## src/rtl/rbt_pkg.sv

```systemverilog
`timescale 1ns / 1ps
// ----------------------------------------------------------------------------
// Row block transposition cipher - shared definitions
// Character codes, configuration register indexes, row tags and the state
// encoding of the emission sequencer.
// ----------------------------------------------------------------------------
package rbt_pkg;

	localparam int CHAR_W     = 8;
	localparam int KEY_LEN_W  = 5;
	localparam int KEY_REG_W  = 64;
	localparam int CFG_IDX_W  = 4;
	localparam int CFG_DATA_W = 64;

	localparam logic [CFG_IDX_W-1:0] CFG_MODE       = CFG_IDX_W'(0);
	localparam logic [CFG_IDX_W-1:0] CFG_KEY_LENGTH = CFG_IDX_W'(1);
	localparam logic [CFG_IDX_W-1:0] CFG_KEY_LOW    = CFG_IDX_W'(2);
	localparam logic [CFG_IDX_W-1:0] CFG_KEY_HIGH   = CFG_IDX_W'(3);

	localparam logic [CHAR_W-1:0] LOWER_A     = 8'h61;
	localparam logic [CHAR_W-1:0] LOWER_Z     = 8'h7A;
	localparam logic [CHAR_W-1:0] UPPER_A     = 8'h41;
	localparam logic [CHAR_W-1:0] UPPER_Z     = 8'h5A;
	localparam logic [CHAR_W-1:0] CASE_OFFSET = 8'h20;
	localparam logic [CHAR_W-1:0] PAD_CHAR    = 8'h58;

	typedef struct packed {
		logic valid;
		logic final_row;
	} row_tag_t;

	typedef enum logic [1:0] {
		B_IDLE,
		B_SCAN,
		B_EMIT
	} back_state_t;

endpackage

```

## src/rtl/rbt_front.sv

```systemverilog
`timescale 1ns / 1ps
// ----------------------------------------------------------------------------
// Row block transposition cipher - front end
// Accepts message bytes, drops non-letters, raises case and gathers letters
// into the current row slot; hands a complete row on to the row queue.
// ----------------------------------------------------------------------------
module rbt_front #(
	parameter int MAX_KEY_CHARS = 16,
	localparam int IDX_W = $clog2(MAX_KEY_CHARS),
	localparam int CNT_W = $clog2(MAX_KEY_CHARS + 1)
) (
	input  logic                      clk,
	input  logic                      arst_n,
	input  logic                      push,
	output logic                      full,
	input  logic [rbt_pkg::CHAR_W-1:0] char_in,
	input  logic                      message_last,
	input  logic [CNT_W-1:0]          len,
	input  logic                      slot_full,
	output logic                      wr_en,
	output logic [IDX_W-1:0]          wr_idx,
	output logic [rbt_pkg::CHAR_W-1:0] wr_char,
	output rbt_pkg::row_tag_t         row_push,
	output logic [CNT_W-1:0]          push_fill
);

	logic [CNT_W-1:0]           fill_q;
	logic [CNT_W-1:0]           fill_next;
	logic [rbt_pkg::CHAR_W-1:0] upper;
	logic                       letter;
	logic                       accept;
	logic                       complete;

	assign full   = slot_full;
	assign accept = push & ~slot_full;

	always_comb begin
		if (char_in >= rbt_pkg::LOWER_A && char_in <= rbt_pkg::LOWER_Z) begin
			upper = char_in - rbt_pkg::CASE_OFFSET;
		end else begin
			upper = char_in;
		end
	end

	assign letter    = (upper >= rbt_pkg::UPPER_A) && (upper <= rbt_pkg::UPPER_Z);
	assign fill_next = fill_q + CNT_W'(letter);
	assign complete  = (fill_next >= len) || (message_last && (fill_next != '0));

	assign wr_en   = accept && letter && (fill_q < CNT_W'(MAX_KEY_CHARS));
	assign wr_idx  = fill_q[IDX_W-1:0];
	assign wr_char = upper;

	assign row_push.valid     = accept && complete;
	assign row_push.final_row = message_last;
	assign push_fill          = fill_next;

	always_ff @(posedge clk or negedge arst_n) begin
		if (!arst_n) begin
			fill_q <= '0;
		end else if (accept) begin
			if (complete) begin
				fill_q <= '0;
			end else begin
				fill_q <= fill_next;
			end
		end
	end

endmodule

```

## src/rtl/rbt_rowq.sv

```systemverilog
`timescale 1ns / 1ps
// ----------------------------------------------------------------------------
// Row block transposition cipher - row queue
// Two row slots used in turn: the front fills one while the back drains the
// other. Each slot keeps its letters, its letter count and a final flag.
// ----------------------------------------------------------------------------
module rbt_rowq #(
	parameter int MAX_KEY_CHARS = 16,
	localparam int IDX_W = $clog2(MAX_KEY_CHARS),
	localparam int CNT_W = $clog2(MAX_KEY_CHARS + 1)
) (
	input  logic                       clk,
	input  logic                       arst_n,
	input  logic                       wr_en,
	input  logic [IDX_W-1:0]           wr_idx,
	input  logic [rbt_pkg::CHAR_W-1:0] wr_char,
	input  rbt_pkg::row_tag_t          row_push,
	input  logic [CNT_W-1:0]           push_fill,
	output logic                       slot_full,
	output rbt_pkg::row_tag_t          head,
	output logic [CNT_W-1:0]           head_fill,
	input  logic [IDX_W-1:0]           rd_idx,
	output logic [rbt_pkg::CHAR_W-1:0] rd_char,
	input  logic                       release_row
);

	logic                       wr_ptr_q;
	logic                       rd_ptr_q;
	logic [1:0]                 busy_q;
	logic [1:0]                 busy_next;
	logic [1:0]                 final_q;
	logic [CNT_W-1:0]           fill_q [2];
	logic [rbt_pkg::CHAR_W-1:0] data_q [2][MAX_KEY_CHARS];

	assign slot_full      = busy_q[wr_ptr_q];
	assign head.valid     = busy_q[rd_ptr_q];
	assign head.final_row = final_q[rd_ptr_q];
	assign head_fill      = fill_q[rd_ptr_q];
	assign rd_char        = data_q[rd_ptr_q][rd_idx];

	always_comb begin
		busy_next = busy_q;
		if (row_push.valid) begin
			busy_next[wr_ptr_q] = 1'b1;
		end
		if (release_row) begin
			busy_next[rd_ptr_q] = 1'b0;
		end
	end

	always_ff @(posedge clk or negedge arst_n) begin
		if (!arst_n) begin
			wr_ptr_q <= 1'b0;
			rd_ptr_q <= 1'b0;
			busy_q   <= '0;
		end else begin
			busy_q <= busy_next;
			if (row_push.valid) begin
				wr_ptr_q <= ~wr_ptr_q;
			end
			if (release_row) begin
				rd_ptr_q <= ~rd_ptr_q;
			end
		end
	end

	always_ff @(posedge clk) begin
		if (wr_en) begin
			data_q[wr_ptr_q][wr_idx] <= wr_char;
		end
		if (row_push.valid) begin
			final_q[wr_ptr_q] <= row_push.final_row;
			fill_q[wr_ptr_q]  <= push_fill;
		end
	end

endmodule

```

## src/rtl/rbt_rank.sv

```systemverilog
`timescale 1ns / 1ps
// ----------------------------------------------------------------------------
// Row block transposition cipher - rank table
// Builds the column source table from the key, one key position a cycle,
// after reset and after every register write. Encrypt stores rank(p) at p,
// decrypt stores p at rank(p).
// ----------------------------------------------------------------------------
module rbt_rank #(
	parameter int MAX_KEY_CHARS = 16,
	localparam int IDX_W = $clog2(MAX_KEY_CHARS),
	localparam int CNT_W = $clog2(MAX_KEY_CHARS + 1)
) (
	input  logic                           clk,
	input  logic                           arst_n,
	input  logic                           rebuild,
	input  logic                           mode,
	input  logic [CNT_W-1:0]               len,
	input  logic [2*rbt_pkg::KEY_REG_W-1:0] key_chars,
	input  logic [IDX_W-1:0]               rd_idx,
	output logic [IDX_W-1:0]               rd_src,
	output logic                           ready
);

	logic                       ready_q;
	logic [IDX_W-1:0]           p_q;
	logic [IDX_W-1:0]           src_q [MAX_KEY_CHARS];
	logic [rbt_pkg::CHAR_W-1:0] key_b [MAX_KEY_CHARS];
	logic [rbt_pkg::CHAR_W-1:0] kp;
	logic [CNT_W-1:0]           rank;
	logic [IDX_W-1:0]           last_idx;

	for (genvar g = 0; g < MAX_KEY_CHARS; g++) begin : g_key
		assign key_b[g] = key_chars[g*rbt_pkg::CHAR_W +: rbt_pkg::CHAR_W];
	end

	assign kp       = key_b[p_q];
	assign last_idx = IDX_W'(len - CNT_W'(1));
	assign ready    = ready_q;
	assign rd_src   = src_q[rd_idx];

	always_comb begin
		rank = '0;
		for (int i = 0; i < MAX_KEY_CHARS; i++) begin
			if (CNT_W'(i) < len &&
			    (key_b[i] < kp || (key_b[i] == kp && IDX_W'(i) < p_q))) begin
				rank = rank + CNT_W'(1);
			end
		end
	end

	always_ff @(posedge clk or negedge arst_n) begin
		if (!arst_n) begin
			ready_q <= 1'b0;
			p_q     <= '0;
		end else if (rebuild) begin
			ready_q <= 1'b0;
			p_q     <= '0;
		end else if (!ready_q) begin
			if (p_q == last_idx) begin
				ready_q <= 1'b1;
			end else begin
				p_q <= p_q + IDX_W'(1);
			end
		end
	end

	always_ff @(posedge clk) begin
		if (!ready_q && !rebuild) begin
			if (mode) begin
				src_q[rank[IDX_W-1:0]] <= p_q;
			end else begin
				src_q[p_q] <= rank[IDX_W-1:0];
			end
		end
	end

endmodule

```

## src/rtl/rbt_back.sv

```systemverilog
`timescale 1ns / 1ps
// ----------------------------------------------------------------------------
// Row block transposition cipher - back end
// Drains queued rows in key order through an output register, padding short
// rows with X and trimming trailing pad from the final row in decrypt mode.
// ----------------------------------------------------------------------------
module rbt_back #(
	parameter int MAX_KEY_CHARS = 16,
	localparam int IDX_W = $clog2(MAX_KEY_CHARS),
	localparam int CNT_W = $clog2(MAX_KEY_CHARS + 1)
) (
	input  logic                       clk,
	input  logic                       arst_n,
	input  logic                       mode,
	input  logic [CNT_W-1:0]           len,
	input  rbt_pkg::row_tag_t          head,
	input  logic [CNT_W-1:0]           head_fill,
	input  logic [rbt_pkg::CHAR_W-1:0] rd_char,
	output logic [IDX_W-1:0]           rd_idx,
	output logic                       release_row,
	input  logic                       tbl_ready,
	output logic [IDX_W-1:0]           tbl_idx,
	input  logic [IDX_W-1:0]           tbl_src,
	output logic                       empty,
	input  logic                       pop,
	output logic [rbt_pkg::CHAR_W-1:0] char_out,
	output logic                       row_end,
	output logic                       message_end
);

	rbt_pkg::back_state_t       state_q;
	rbt_pkg::back_state_t       state_next;
	logic [IDX_W-1:0]           k_q;
	logic [IDX_W-1:0]           last_q;
	logic [IDX_W-1:0]           len_last;
	logic [rbt_pkg::CHAR_W-1:0] cur_char;
	logic                       is_pad;
	logic                       at_last;
	logic                       out_free;
	logic                       load_out;
	logic                       start;
	logic                       out_valid_q;
	logic [rbt_pkg::CHAR_W-1:0] char_q;
	logic                       row_end_q;
	logic                       msg_end_q;

	assign len_last = IDX_W'(len - CNT_W'(1));
	assign tbl_idx  = k_q;
	assign rd_idx   = tbl_src;
	assign cur_char = (CNT_W'(tbl_src) < head_fill) ? rd_char : rbt_pkg::PAD_CHAR;
	assign is_pad   = (cur_char == rbt_pkg::PAD_CHAR);
	assign at_last  = (k_q == last_q);
	assign out_free = !out_valid_q || pop;
	assign start    = head.valid && tbl_ready;

	always_comb begin
		state_next = state_q;
		case (state_q)
			rbt_pkg::B_IDLE: begin
				if (start) begin
					state_next = (mode && head.final_row) ? rbt_pkg::B_SCAN : rbt_pkg::B_EMIT;
				end
			end
			rbt_pkg::B_SCAN: begin
				if (!is_pad) begin
					state_next = rbt_pkg::B_EMIT;
				end else if (k_q == '0) begin
					state_next = rbt_pkg::B_IDLE;
				end
			end
			rbt_pkg::B_EMIT: begin
				if (out_free && at_last) begin
					state_next = rbt_pkg::B_IDLE;
				end
			end
			default: state_next = rbt_pkg::B_IDLE;
		endcase
	end

	always_comb begin
		release_row = 1'b0;
		load_out    = 1'b0;
		case (state_q)
			rbt_pkg::B_SCAN: begin
				release_row = is_pad && (k_q == '0);
			end
			rbt_pkg::B_EMIT: begin
				load_out    = out_free;
				release_row = out_free && at_last;
			end
			default: begin
				release_row = 1'b0;
				load_out    = 1'b0;
			end
		endcase
	end

	always_ff @(posedge clk or negedge arst_n) begin
		if (!arst_n) begin
			state_q <= rbt_pkg::B_IDLE;
			k_q     <= '0;
			last_q  <= '0;
		end else begin
			state_q <= state_next;
			case (state_q)
				rbt_pkg::B_IDLE: begin
					if (start) begin
						if (mode && head.final_row) begin
							k_q <= len_last;
						end else begin
							k_q    <= '0;
							last_q <= len_last;
						end
					end
				end
				rbt_pkg::B_SCAN: begin
					if (!is_pad) begin
						last_q <= k_q;
						k_q    <= '0;
					end else if (k_q != '0) begin
						k_q <= k_q - IDX_W'(1);
					end
				end
				rbt_pkg::B_EMIT: begin
					if (out_free && !at_last) begin
						k_q <= k_q + IDX_W'(1);
					end
				end
				default: k_q <= '0;
			endcase
		end
	end

	always_ff @(posedge clk or negedge arst_n) begin
		if (!arst_n) begin
			out_valid_q <= 1'b0;
		end else if (load_out) begin
			out_valid_q <= 1'b1;
		end else if (pop) begin
			out_valid_q <= 1'b0;
		end
	end

	always_ff @(posedge clk) begin
		if (load_out) begin
			char_q    <= cur_char;
			row_end_q <= at_last;
			msg_end_q <= at_last && head.final_row;
		end
	end

	assign empty       = !out_valid_q;
	assign char_out    = char_q;
	assign row_end     = row_end_q;
	assign message_end = msg_end_q;

	a_busy_has_row: assert property (@(posedge clk) disable iff (!arst_n)
		(state_q == rbt_pkg::B_SCAN || state_q == rbt_pkg::B_EMIT) |-> head.valid && tbl_ready)
		else $error("row drain running without a queued row or rank table");

	a_emit_in_range: assert property (@(posedge clk) disable iff (!arst_n)
		(state_q == rbt_pkg::B_EMIT) |-> (k_q <= last_q))
		else $error("emit index passed the last kept column");

	a_release_idle: assert property (@(posedge clk) disable iff (!arst_n)
		release_row |=> (state_q == rbt_pkg::B_IDLE))
		else $error("sequencer not idle after releasing a row");

endmodule

```

## src/rtl/row_block_transposition_cipher_unit.sv

```systemverilog
`timescale 1ns / 1ps
// ----------------------------------------------------------------------------
// Row block transposition cipher unit
// Message bytes enter through push/full and leave as permuted letters through
// empty/pop. An item is taken when push is high and full low; a result is
// taken when pop is high and empty low. Non-letters are dropped, letters are
// raised to upper case and gathered into rows of key_length characters,
// clamped to 1..MAX_KEY_CHARS. Registers (mode, key_length, key_chars_low,
// key_chars_high) are written through cfg_valid/cfg_index/cfg_data; cfg_ready
// is always high. Write them only while the unit is idle; each write rebuilds
// the rank table, key position by key position, before the next row can
// drain. Input: one item a cycle while a row slot is free; two slots are used
// in turn, so full rises only when both rows wait on the output side. Output:
// one character a cycle within a row while pop keeps the output register
// free; the final row in decrypt mode first scans back over up to key_length
// columns to trim its trailing pad. A completed row reaches the ports through
// its slot, the sequencer state and the output register. A stalled receiver
// holds the output register, then the row being drained, then the second
// slot; after that full rises. Reset clears the registers to their defaults,
// empties both slots and the output register.
// ----------------------------------------------------------------------------
module row_block_transposition_cipher_unit #(
	parameter int MAX_KEY_CHARS = 16
) (
	input  logic                          clk,
	input  logic                          arst_n,
	input  logic                          push,
	output logic                          full,
	input  logic [rbt_pkg::CHAR_W-1:0]    char_in,
	input  logic                          message_last,
	output logic                          empty,
	input  logic                          pop,
	output logic [rbt_pkg::CHAR_W-1:0]    char_out,
	output logic                          row_end,
	output logic                          message_end,
	input  logic                          cfg_valid,
	output logic                          cfg_ready,
	input  logic [rbt_pkg::CFG_IDX_W-1:0] cfg_index,
	input  logic [rbt_pkg::CFG_DATA_W-1:0] cfg_data
);

	localparam int IDX_W = $clog2(MAX_KEY_CHARS);
	localparam int CNT_W = $clog2(MAX_KEY_CHARS + 1);

	logic                           mode_q;
	logic [rbt_pkg::KEY_LEN_W-1:0]  key_length_q;
	logic [rbt_pkg::KEY_REG_W-1:0]  key_low_q;
	logic [rbt_pkg::KEY_REG_W-1:0]  key_high_q;
	logic                           cfg_we;
	logic [CNT_W-1:0]               len;

	logic                           wr_en;
	logic [IDX_W-1:0]               wr_idx;
	logic [rbt_pkg::CHAR_W-1:0]     wr_char;
	rbt_pkg::row_tag_t              row_push;
	logic [CNT_W-1:0]               push_fill;
	logic                           slot_full;
	rbt_pkg::row_tag_t              head;
	logic [CNT_W-1:0]               head_fill;
	logic [IDX_W-1:0]               rd_idx;
	logic [rbt_pkg::CHAR_W-1:0]     rd_char;
	logic                           release_row;
	logic                           tbl_ready;
	logic [IDX_W-1:0]               tbl_idx;
	logic [IDX_W-1:0]               tbl_src;

	assign cfg_ready = 1'b1;
	assign cfg_we    = cfg_valid && cfg_ready;

	always_ff @(posedge clk or negedge arst_n) begin
		if (!arst_n) begin
			mode_q       <= 1'b0;
			key_length_q <= rbt_pkg::KEY_LEN_W'(1);
			key_low_q    <= '0;
			key_high_q   <= '0;
		end else if (cfg_we) begin
			case (cfg_index)
				rbt_pkg::CFG_MODE:       mode_q       <= cfg_data[0];
				rbt_pkg::CFG_KEY_LENGTH: key_length_q <= cfg_data[rbt_pkg::KEY_LEN_W-1:0];
				rbt_pkg::CFG_KEY_LOW:    key_low_q    <= cfg_data;
				rbt_pkg::CFG_KEY_HIGH:   key_high_q   <= cfg_data;
				default: ;
			endcase
		end
	end

	always_comb begin
		if (key_length_q == '0) begin
			len = CNT_W'(1);
		end else if (key_length_q > rbt_pkg::KEY_LEN_W'(MAX_KEY_CHARS)) begin
			len = CNT_W'(MAX_KEY_CHARS);
		end else begin
			len = key_length_q[CNT_W-1:0];
		end
	end

	rbt_front #(.MAX_KEY_CHARS(MAX_KEY_CHARS)) u_front (
		.clk          (clk),
		.arst_n       (arst_n),
		.push         (push),
		.full         (full),
		.char_in      (char_in),
		.message_last (message_last),
		.len          (len),
		.slot_full    (slot_full),
		.wr_en        (wr_en),
		.wr_idx       (wr_idx),
		.wr_char      (wr_char),
		.row_push     (row_push),
		.push_fill    (push_fill)
	);

	rbt_rowq #(.MAX_KEY_CHARS(MAX_KEY_CHARS)) u_rowq (
		.clk         (clk),
		.arst_n      (arst_n),
		.wr_en       (wr_en),
		.wr_idx      (wr_idx),
		.wr_char     (wr_char),
		.row_push    (row_push),
		.push_fill   (push_fill),
		.slot_full   (slot_full),
		.head        (head),
		.head_fill   (head_fill),
		.rd_idx      (rd_idx),
		.rd_char     (rd_char),
		.release_row (release_row)
	);

	rbt_rank #(.MAX_KEY_CHARS(MAX_KEY_CHARS)) u_rank (
		.clk       (clk),
		.arst_n    (arst_n),
		.rebuild   (cfg_we),
		.mode      (mode_q),
		.len       (len),
		.key_chars ({key_high_q, key_low_q}),
		.rd_idx    (tbl_idx),
		.rd_src    (tbl_src),
		.ready     (tbl_ready)
	);

	rbt_back #(.MAX_KEY_CHARS(MAX_KEY_CHARS)) u_back (
		.clk         (clk),
		.arst_n      (arst_n),
		.mode        (mode_q),
		.len         (len),
		.head        (head),
		.head_fill   (head_fill),
		.rd_char     (rd_char),
		.rd_idx      (rd_idx),
		.release_row (release_row),
		.tbl_ready   (tbl_ready),
		.tbl_idx     (tbl_idx),
		.tbl_src     (tbl_src),
		.empty       (empty),
		.pop         (pop),
		.char_out    (char_out),
		.row_end     (row_end),
		.message_end (message_end)
	);

endmodule

```

## config.mk

```make
export PLATFORM = sky130hd
export DESIGN_NAME = row_block_transposition_cipher_unit
export DESIGN_NICKNAME = d
export VERILOG_FILES = /design/src/rtl/rbt_pkg.sv /design/src/rtl/rbt_front.sv /design/src/rtl/rbt_rowq.sv /design/src/rtl/rbt_rank.sv /design/src/rtl/rbt_back.sv /design/src/rtl/row_block_transposition_cipher_unit.sv
export SDC_FILE = /design/constraint.sdc
export NUM_CORES = 1
export LEC_CHECK = 0
export BUFFER_PORTS_ARGS = -buffer_cell sky130_fd_sc_hd__buf_2
export CAP_MARGIN = 5
export CORE_MARGIN = 2
export CORE_UTILIZATION = 65
export CTS_CLUSTER_DIAMETER = 100
export DETAILED_ROUTE_END_ITERATION = 10
export PLACE_DENSITY = 0.93
export RECOVER_POWER = 50
export SLEW_MARGIN = 5
export SYNTH_ARGS = -nofsm -noshare
export SYNTH_HDL_FRONTEND = slang
export SYNTH_SLANG_ARGS = --single-unit
```

## constraint.sdc

```tcl
create_clock -name clk -period 25.4 [get_ports clk]
set_input_delay 5.08 -clock clk [delete_from_list [all_inputs] [get_ports clk]]
set_output_delay 5.08 -clock clk [all_outputs]
set_load 0.03 [all_outputs]
```

# Word level (Yosys, flattened, before mapping)
# Memories as Yosys holds them, arrays and structs flattened.
# Index checks and enable logic that the tools add are counted.
# totals
regBits	171
ramBits	330
in_bits	82
elab_cells	317
memories	3
# op_classes
add_sub_neg	21
magnitude_cmp	64
n_eq_ne	33
mux	81
bitwise_logic	10
reduce_logical	87
# mem_list
name	depth	word_bits	read_ports	rd_clocked_by_memory_dff	wr	line	rtl
u_rowq.data_q	2	128	1	0	1	rbt_rowq.sv:33	logic [rbt_pkg::CHAR_W-1:0] data_q [2][MAX_KEY_CHARS];
u_rank.src_q	16	4	1	0	1	rbt_rank.sv:26	logic [IDX_W-1:0] src_q [MAX_KEY_CHARS];
u_rowq.fill_q	2	5	1	0	1	rbt_rowq.sv:32	logic [CNT_W-1:0] fill_q [2];
# op_table
op	count
$eq A8 B8 Y1	16
$lt A8 B8 Y1	16
$mux W128	1
$mux W4	27
$bmux W8 S4	2
$add A4 B1 Y4 const B	15
$mux W8	7
$logic_and A1 B1 Y1	48
$lt A4 B5 Y1 const A	8
$demux W8 S4	1
$lt A4 B4 Y1 const A	8
$mux W1	25
$lt A3 B5 Y1 const A	4
$logic_or A1 B1 Y1	18
$ge A8 B7 Y1 const B	2
$le A8 B7 Y1 const B	2
$lt A3 B4 Y1 const A	4
$mux W2	8
$ge A5 B5 Y1 const B	3
$mux W5	3
$not A4 Y5	3
$pmux W4 S3	1
$lt A1 B5 Y1 const A	2
$lt A2 B5 Y1 const A	2
44 further kinds	70

# Logic depth before layout (Yosys ltp)
# depth
word_depth	40
depth_mapped	60

# By module
# A second synthesis with hierarchy kept.
# hier_totals
hier_cells	1837
hier_area_um2	26953.4
# by_module_without_submodules
mod	instances	cells_per_inst	area_each_um2	seq_area_each_um2
rbt_rowq	1	454	10546.4	8147.8
rbt_rank	1	870	9002.4	2047.0
row_block_transposition_cipher_unit	1	297	5290.1	3354.5
rbt_back	1	139	1437.6	575.6
rbt_front	1	77	676.9	125.1

# Least setup slack after synthesis
# OpenSTA, ideal clock, no wires.
# synth_path
kind	reg2reg
start	register u_rank.p_q[0]
end	memory u_rank.src_q[2][0] (netlist name) (enable)
arrival_time_ns	13.546
required_time_ns	25.039
slack_ns	11.493
path_stages_with_launch	59
n_path_buf	5
synth_period_minus_slack_ns	13.907
path_cell_list	dfrtp_1 > clkbuf_1 > clkbuf_1 > clkbuf_1 > buf_1 > clkbuf_1 > mux2i_1 > o221ai_1 > a21oi_1 > ha_1 > nor2b_1 > o21a_1 > o21ai_0 > nand2b_1 > a21oi_1 > nor2_1 > a211oi_1 > o32ai_1 > [... 23 more ...] > a31o_2 > o31a_1 > xnor2_1 > mux2_2 > ha_1 > o31a_1 > o21ai_0 > xnor2_1 > mux2_2 > ha_1 > a211oi_1 > a211o_1 > o311a_1 > xnor2_1 > o2bb2a_1 > mux2_2 > a211o_1 > nor3_1
# synth_via
elab_chain_len	40
elab_cells_between_ends	132
# synth_lines
element	line	rtl
from (decl)	rbt_rank.sv:25	logic [IDX_W-1:0] p_q;
from (signal assigned)	rbt_rank.sv:62	p_q <= p_q + IDX_W'(1);
parallel branches: the longest is 39 deep, another holds $lt A8 B8 Y1	--	
$mux W4 (no source line) (*)	--	
to (decl)	rbt_rank.sv:26	
# Every way passes the cells marked *. The select of a mux whose other input is x is not followed.

# Final worst setup path
# layout_path
start	register u_rank.p_q[0]
end	memory u_rank.src_q[10][1] (netlist name) (enable)
# Same word-level chain as after synthesis.

==> flow_summary_export.csv <==
group,metric,value,unit
outcome,status,"finished, violations left",
outcome,violations,"DRC, capacitance limit, slew limit",
global_routing,antenna_found_initial,0,
worst_setup_path,endpoint,"u_rank.src_q[10][1]$_DFFE_PP_",
sta,finalHoldViolations,0,
detailed_routing,wl_per_cell,27.62,um
sta,fin_tns_setup,0,ns
finish,final_common_cell,"edfxtp_1",
worst_setup_path,cp-end-kind,"flop",
worst_setup_path,max_stage_delay,0.60,ns
sta,min_period,14.18,ns
logic_synthesis,async_flop_share,31.74,%
worst_setup_path,arrival,14.41,ns
worst_setup_path,ff2ff_setup_slack,11.22,ns
global_routing,grt_usage,34.34,%
sta,finalSetupViolCount,0,
placement,numPortBuffers,93,
detailed_routing,postRouteAntennaNets,0,
worst_setup_path,rr_startpoint,"u_rank.p_q[0]$_DFFE_PN0P_",
sta,final_max_slew_viol_count,504,
sta,skew,0.03854,ns
worst_setup_path,crit_start,"u_rank.p_q[0]$_DFFE_PN0P_",
detailed_routing,route.detailed.drc,1,
sta,rsz0062_at_grt,"false",
sta,max_freq,70.52,MHz
finish,area.growth.synth_to_final,9.890,%
logic_synthesis,ys_seq_elements,501,
cts,cts.sinks,501,
finish,drive_above_1_share,23.27,%
worst_setup_path,start_kind,"flop",
logic_synthesis,ys.flop_type,"edfxtp_1",
cts,clk-insertion-delay-late,0.63,ns
cts,cts_buffers,50,
worst_setup_path,worst_r2r_endpoint,"u_rank.src_q[10][1]$_DFFE_PP_",
hold_path,hold_class,"flop to flop",
detailed_routing,drtIter0Drc,2226,
worst_setup_path,path_max_fanout,41,
cts,cts_resized,0,
logic_synthesis,yosysWarnings,0,
floorplanning,fp-row-count,73,
global_routing,grt_max_degree,91,
sta,relSlewSlack,-233.0,%
floorplanning,core,39910,um^2
cts,cts_root_buf,"clkbuf_16",
cts,ctsHoldBuffers,0,
run,maxCapViolations,10,
global_routing,grt_pass1_vias,18174,
detailed_routing,num_vias,17967,
global_routing,gr-total-overflow,0,
worst_setup_path,slowest_stage,"mux4_2",
cts,post_cts_buffers,0,
logic_synthesis,synth_cell_type_count,88,
logic_synthesis,synth_cells,1881,
worst_setup_path,worstPathRequired,25.63,ns
floorplanning,start_util,66.08,%
finish,layout_common_cells,"342 x edfxtp_1, 164 x ha_1, 156 x dfrtp_1",
floorplanning,die_area,42210,um^2
finish,num_antenna_cells,0,
detailed_routing,postRouteWirelength,70040,um
cts,ctsHtreeMaxLevel,2,
sta,post-route-period-util,55.83,%
cts,tritoncts,"built",
finish,final_nets,2218,
logic_synthesis,syn_nets,2127,
worst_setup_path,reg2reg_depth,53,
floorplanning,die_h,205.4,um
logic_synthesis,avgSynthCellArea,14.02,um^2
floorplanning,die_w,205.4,um
logic_synthesis,yosysSeqAreaShare,54.02,%
logic_synthesis,synth-edff-count,342,
worst_setup_path,crit_top_cell,"ha_1",
placement,finalWeightedCongestion,0.9625,
global_routing,grt_pass1_wl,108000,um
worst_setup_path,path_class,"flop to flop",
cts,clk_pin_slew,0.06,ns
cts,cts_max_path_buffers,3,
detailed_routing,vias_per_cell,7.085,
floorplanning,io_pins,95,
sta,worst_pin_slew,4.994,ns
detailed_routing,first_pass_iters,9,
logic_synthesis,syn_area,26380,um^2
placement,hpwlAfterDp,46370,um
area by class of cell:
type / instances / area [um^2]
clock buffers: 75 / 1406
clock inverters: 16 / 237.7
fillers: 2279 / 10930
inverters: 63 / 244.0
multi-input cells: 1239 / 11590
flip-flops and latches: 501 / 14250
well taps: 525 / 656.9
repair buffers: 117 / 599.3
Yosys cell counts, drive strengths merged, types with 6 or more instances:
library cell  number  share of area, %
a31oi             11              0.32
buf               27              0.48
inv               63              0.93
mux4             109               9.3
nor2b             27              0.64
xnor3              9              0.78
and2               7              0.17
nor4               7              0.17
o211ai            14              0.40
a21oi             67               1.3
nand4             23              0.55
clkbuf            51              0.73
nand2             88               1.3
edfxtp           342                39
mux2i             57               2.2
o21a              13              0.37
nand3b             8              0.23
xor2              16              0.53
xnor2             45               1.6
dfrtp            158                15
nor3              30              0.57
and3               6              0.14
or2               13              0.31
a21o              20              0.57
ha               164               7.8
o21ai             54               1.0
or3               11              0.26
nor2             113               1.6
o31ai              9              0.26
a211oi            17              0.48
o221ai            10              0.33
nand2b            17              0.40
nand3             32              0.61
mux2             152               6.5
o22ai              7              0.17
state kept, by name, summed over array words and instances (netlist names), 2 cells and up:
name / count
key_high_q: 64
u_rowq.data_q: 256
u_rowq.final_q: 2
u_back.char_out: 8
u_rowq.busy_q: 2
u_front.fill_q: 5
u_back.state_q: 2
u_rank.src_q: 64
u_back.tbl_idx: 4
key_low_q: 64
u_rowq.fill_q: 10
u_back.last_q: 4
key_length_q: 5
u_rank.p_q: 4
worst min path at each step:
stage | startpoint | end | slack, ns | cells after the start
2_1_floorplan | u_back.last_q[0]$_DFFE_PN0P_ | u_back.last_q[0]$_DFFE_PN0P_ | 0.47 | 2
3_3_place_gp | u_back.last_q[0]$_DFFE_PN0P_ | u_back.last_q[0]$_DFFE_PN0P_ | 0.48 | 2
3_5_place_dp | u_back.last_q[2]$_DFFE_PN0P_ | u_back.last_q[2]$_DFFE_PN0P_ | 0.50 | 2
4_1_cts | u_back.last_q[2]$_DFFE_PN0P_ | u_back.last_q[2]$_DFFE_PN0P_ | 0.52 | 2
5_1_grt | u_back.last_q[1]$_DFFE_PN0P_ | u_back.last_q[1]$_DFFE_PN0P_ | 0.56 | 2
6_report | u_back.last_q[1]$_DFFE_PN0P_ | u_back.last_q[1]$_DFFE_PN0P_ | 0.51 | 2
per-layer routing:
metal | wire length, um | track usage (%) | up-vias | part of all wire, %
met5 | 0 | 0 | - | 0
li1 | - | - | 7489 | -
met3 | 6796 | 6.779 | 288 | 9.7
met2 | 34320 | 57.08 | 1304 | 49
met4 | 4075 | 17.24 | 0 | 5.8
met1 | 24850 | 43.33 | 8886 | 35
kinds of logic (layout without fill, tap and decap cells):
group / Yosys count / in the layout / share of synthesized area [%]
other cells: 1 / 1 / 0.01422
mux: 318 / 318 / 17.96
compound gates: 277 / 277 / 7.082
simple gates: 406 / 406 / 7.803
fa+ha+maj: 164 / 164 / 7.780
xor+xnor: 73 / 73 / 3.202
flops: 501 / 501 / 54.02
buf+inv: 141 / 271 / 2.135
through the flow:
stage	hold slack (ns)	cell area, um^2	cells	setup slack [ns]	util [%]
after floorplan	0.4702	26380	1881	11.49	-
after global placement	0.4828	27390	2445	12.06	68.63
after detailed placement	0.5020	27390	2445	11.63	68.63
after CTS	0.5151	29040	2536	11.43	72.75
after global routing	0.5599	28990	2536	10.38	72.62
final	0.5147	28990	2536	11.22	72.62
critical path: cells and delay by family, from the launching register on:
kind                       cells  cell delay, ns
xor gates and xnor gates       7            1.46
DFF                            1            0.34
muxes                          7            2.58
AOI/OAI and AO/OA             21            4.35
adders and majority gates      8            2.46
buffers and inverters          3            1.25
and+or+nand+nor                7            1.30
Power is not shown: default switching activity piles up to over one toggle a cycle in this logic, so the estimate is an artifact.
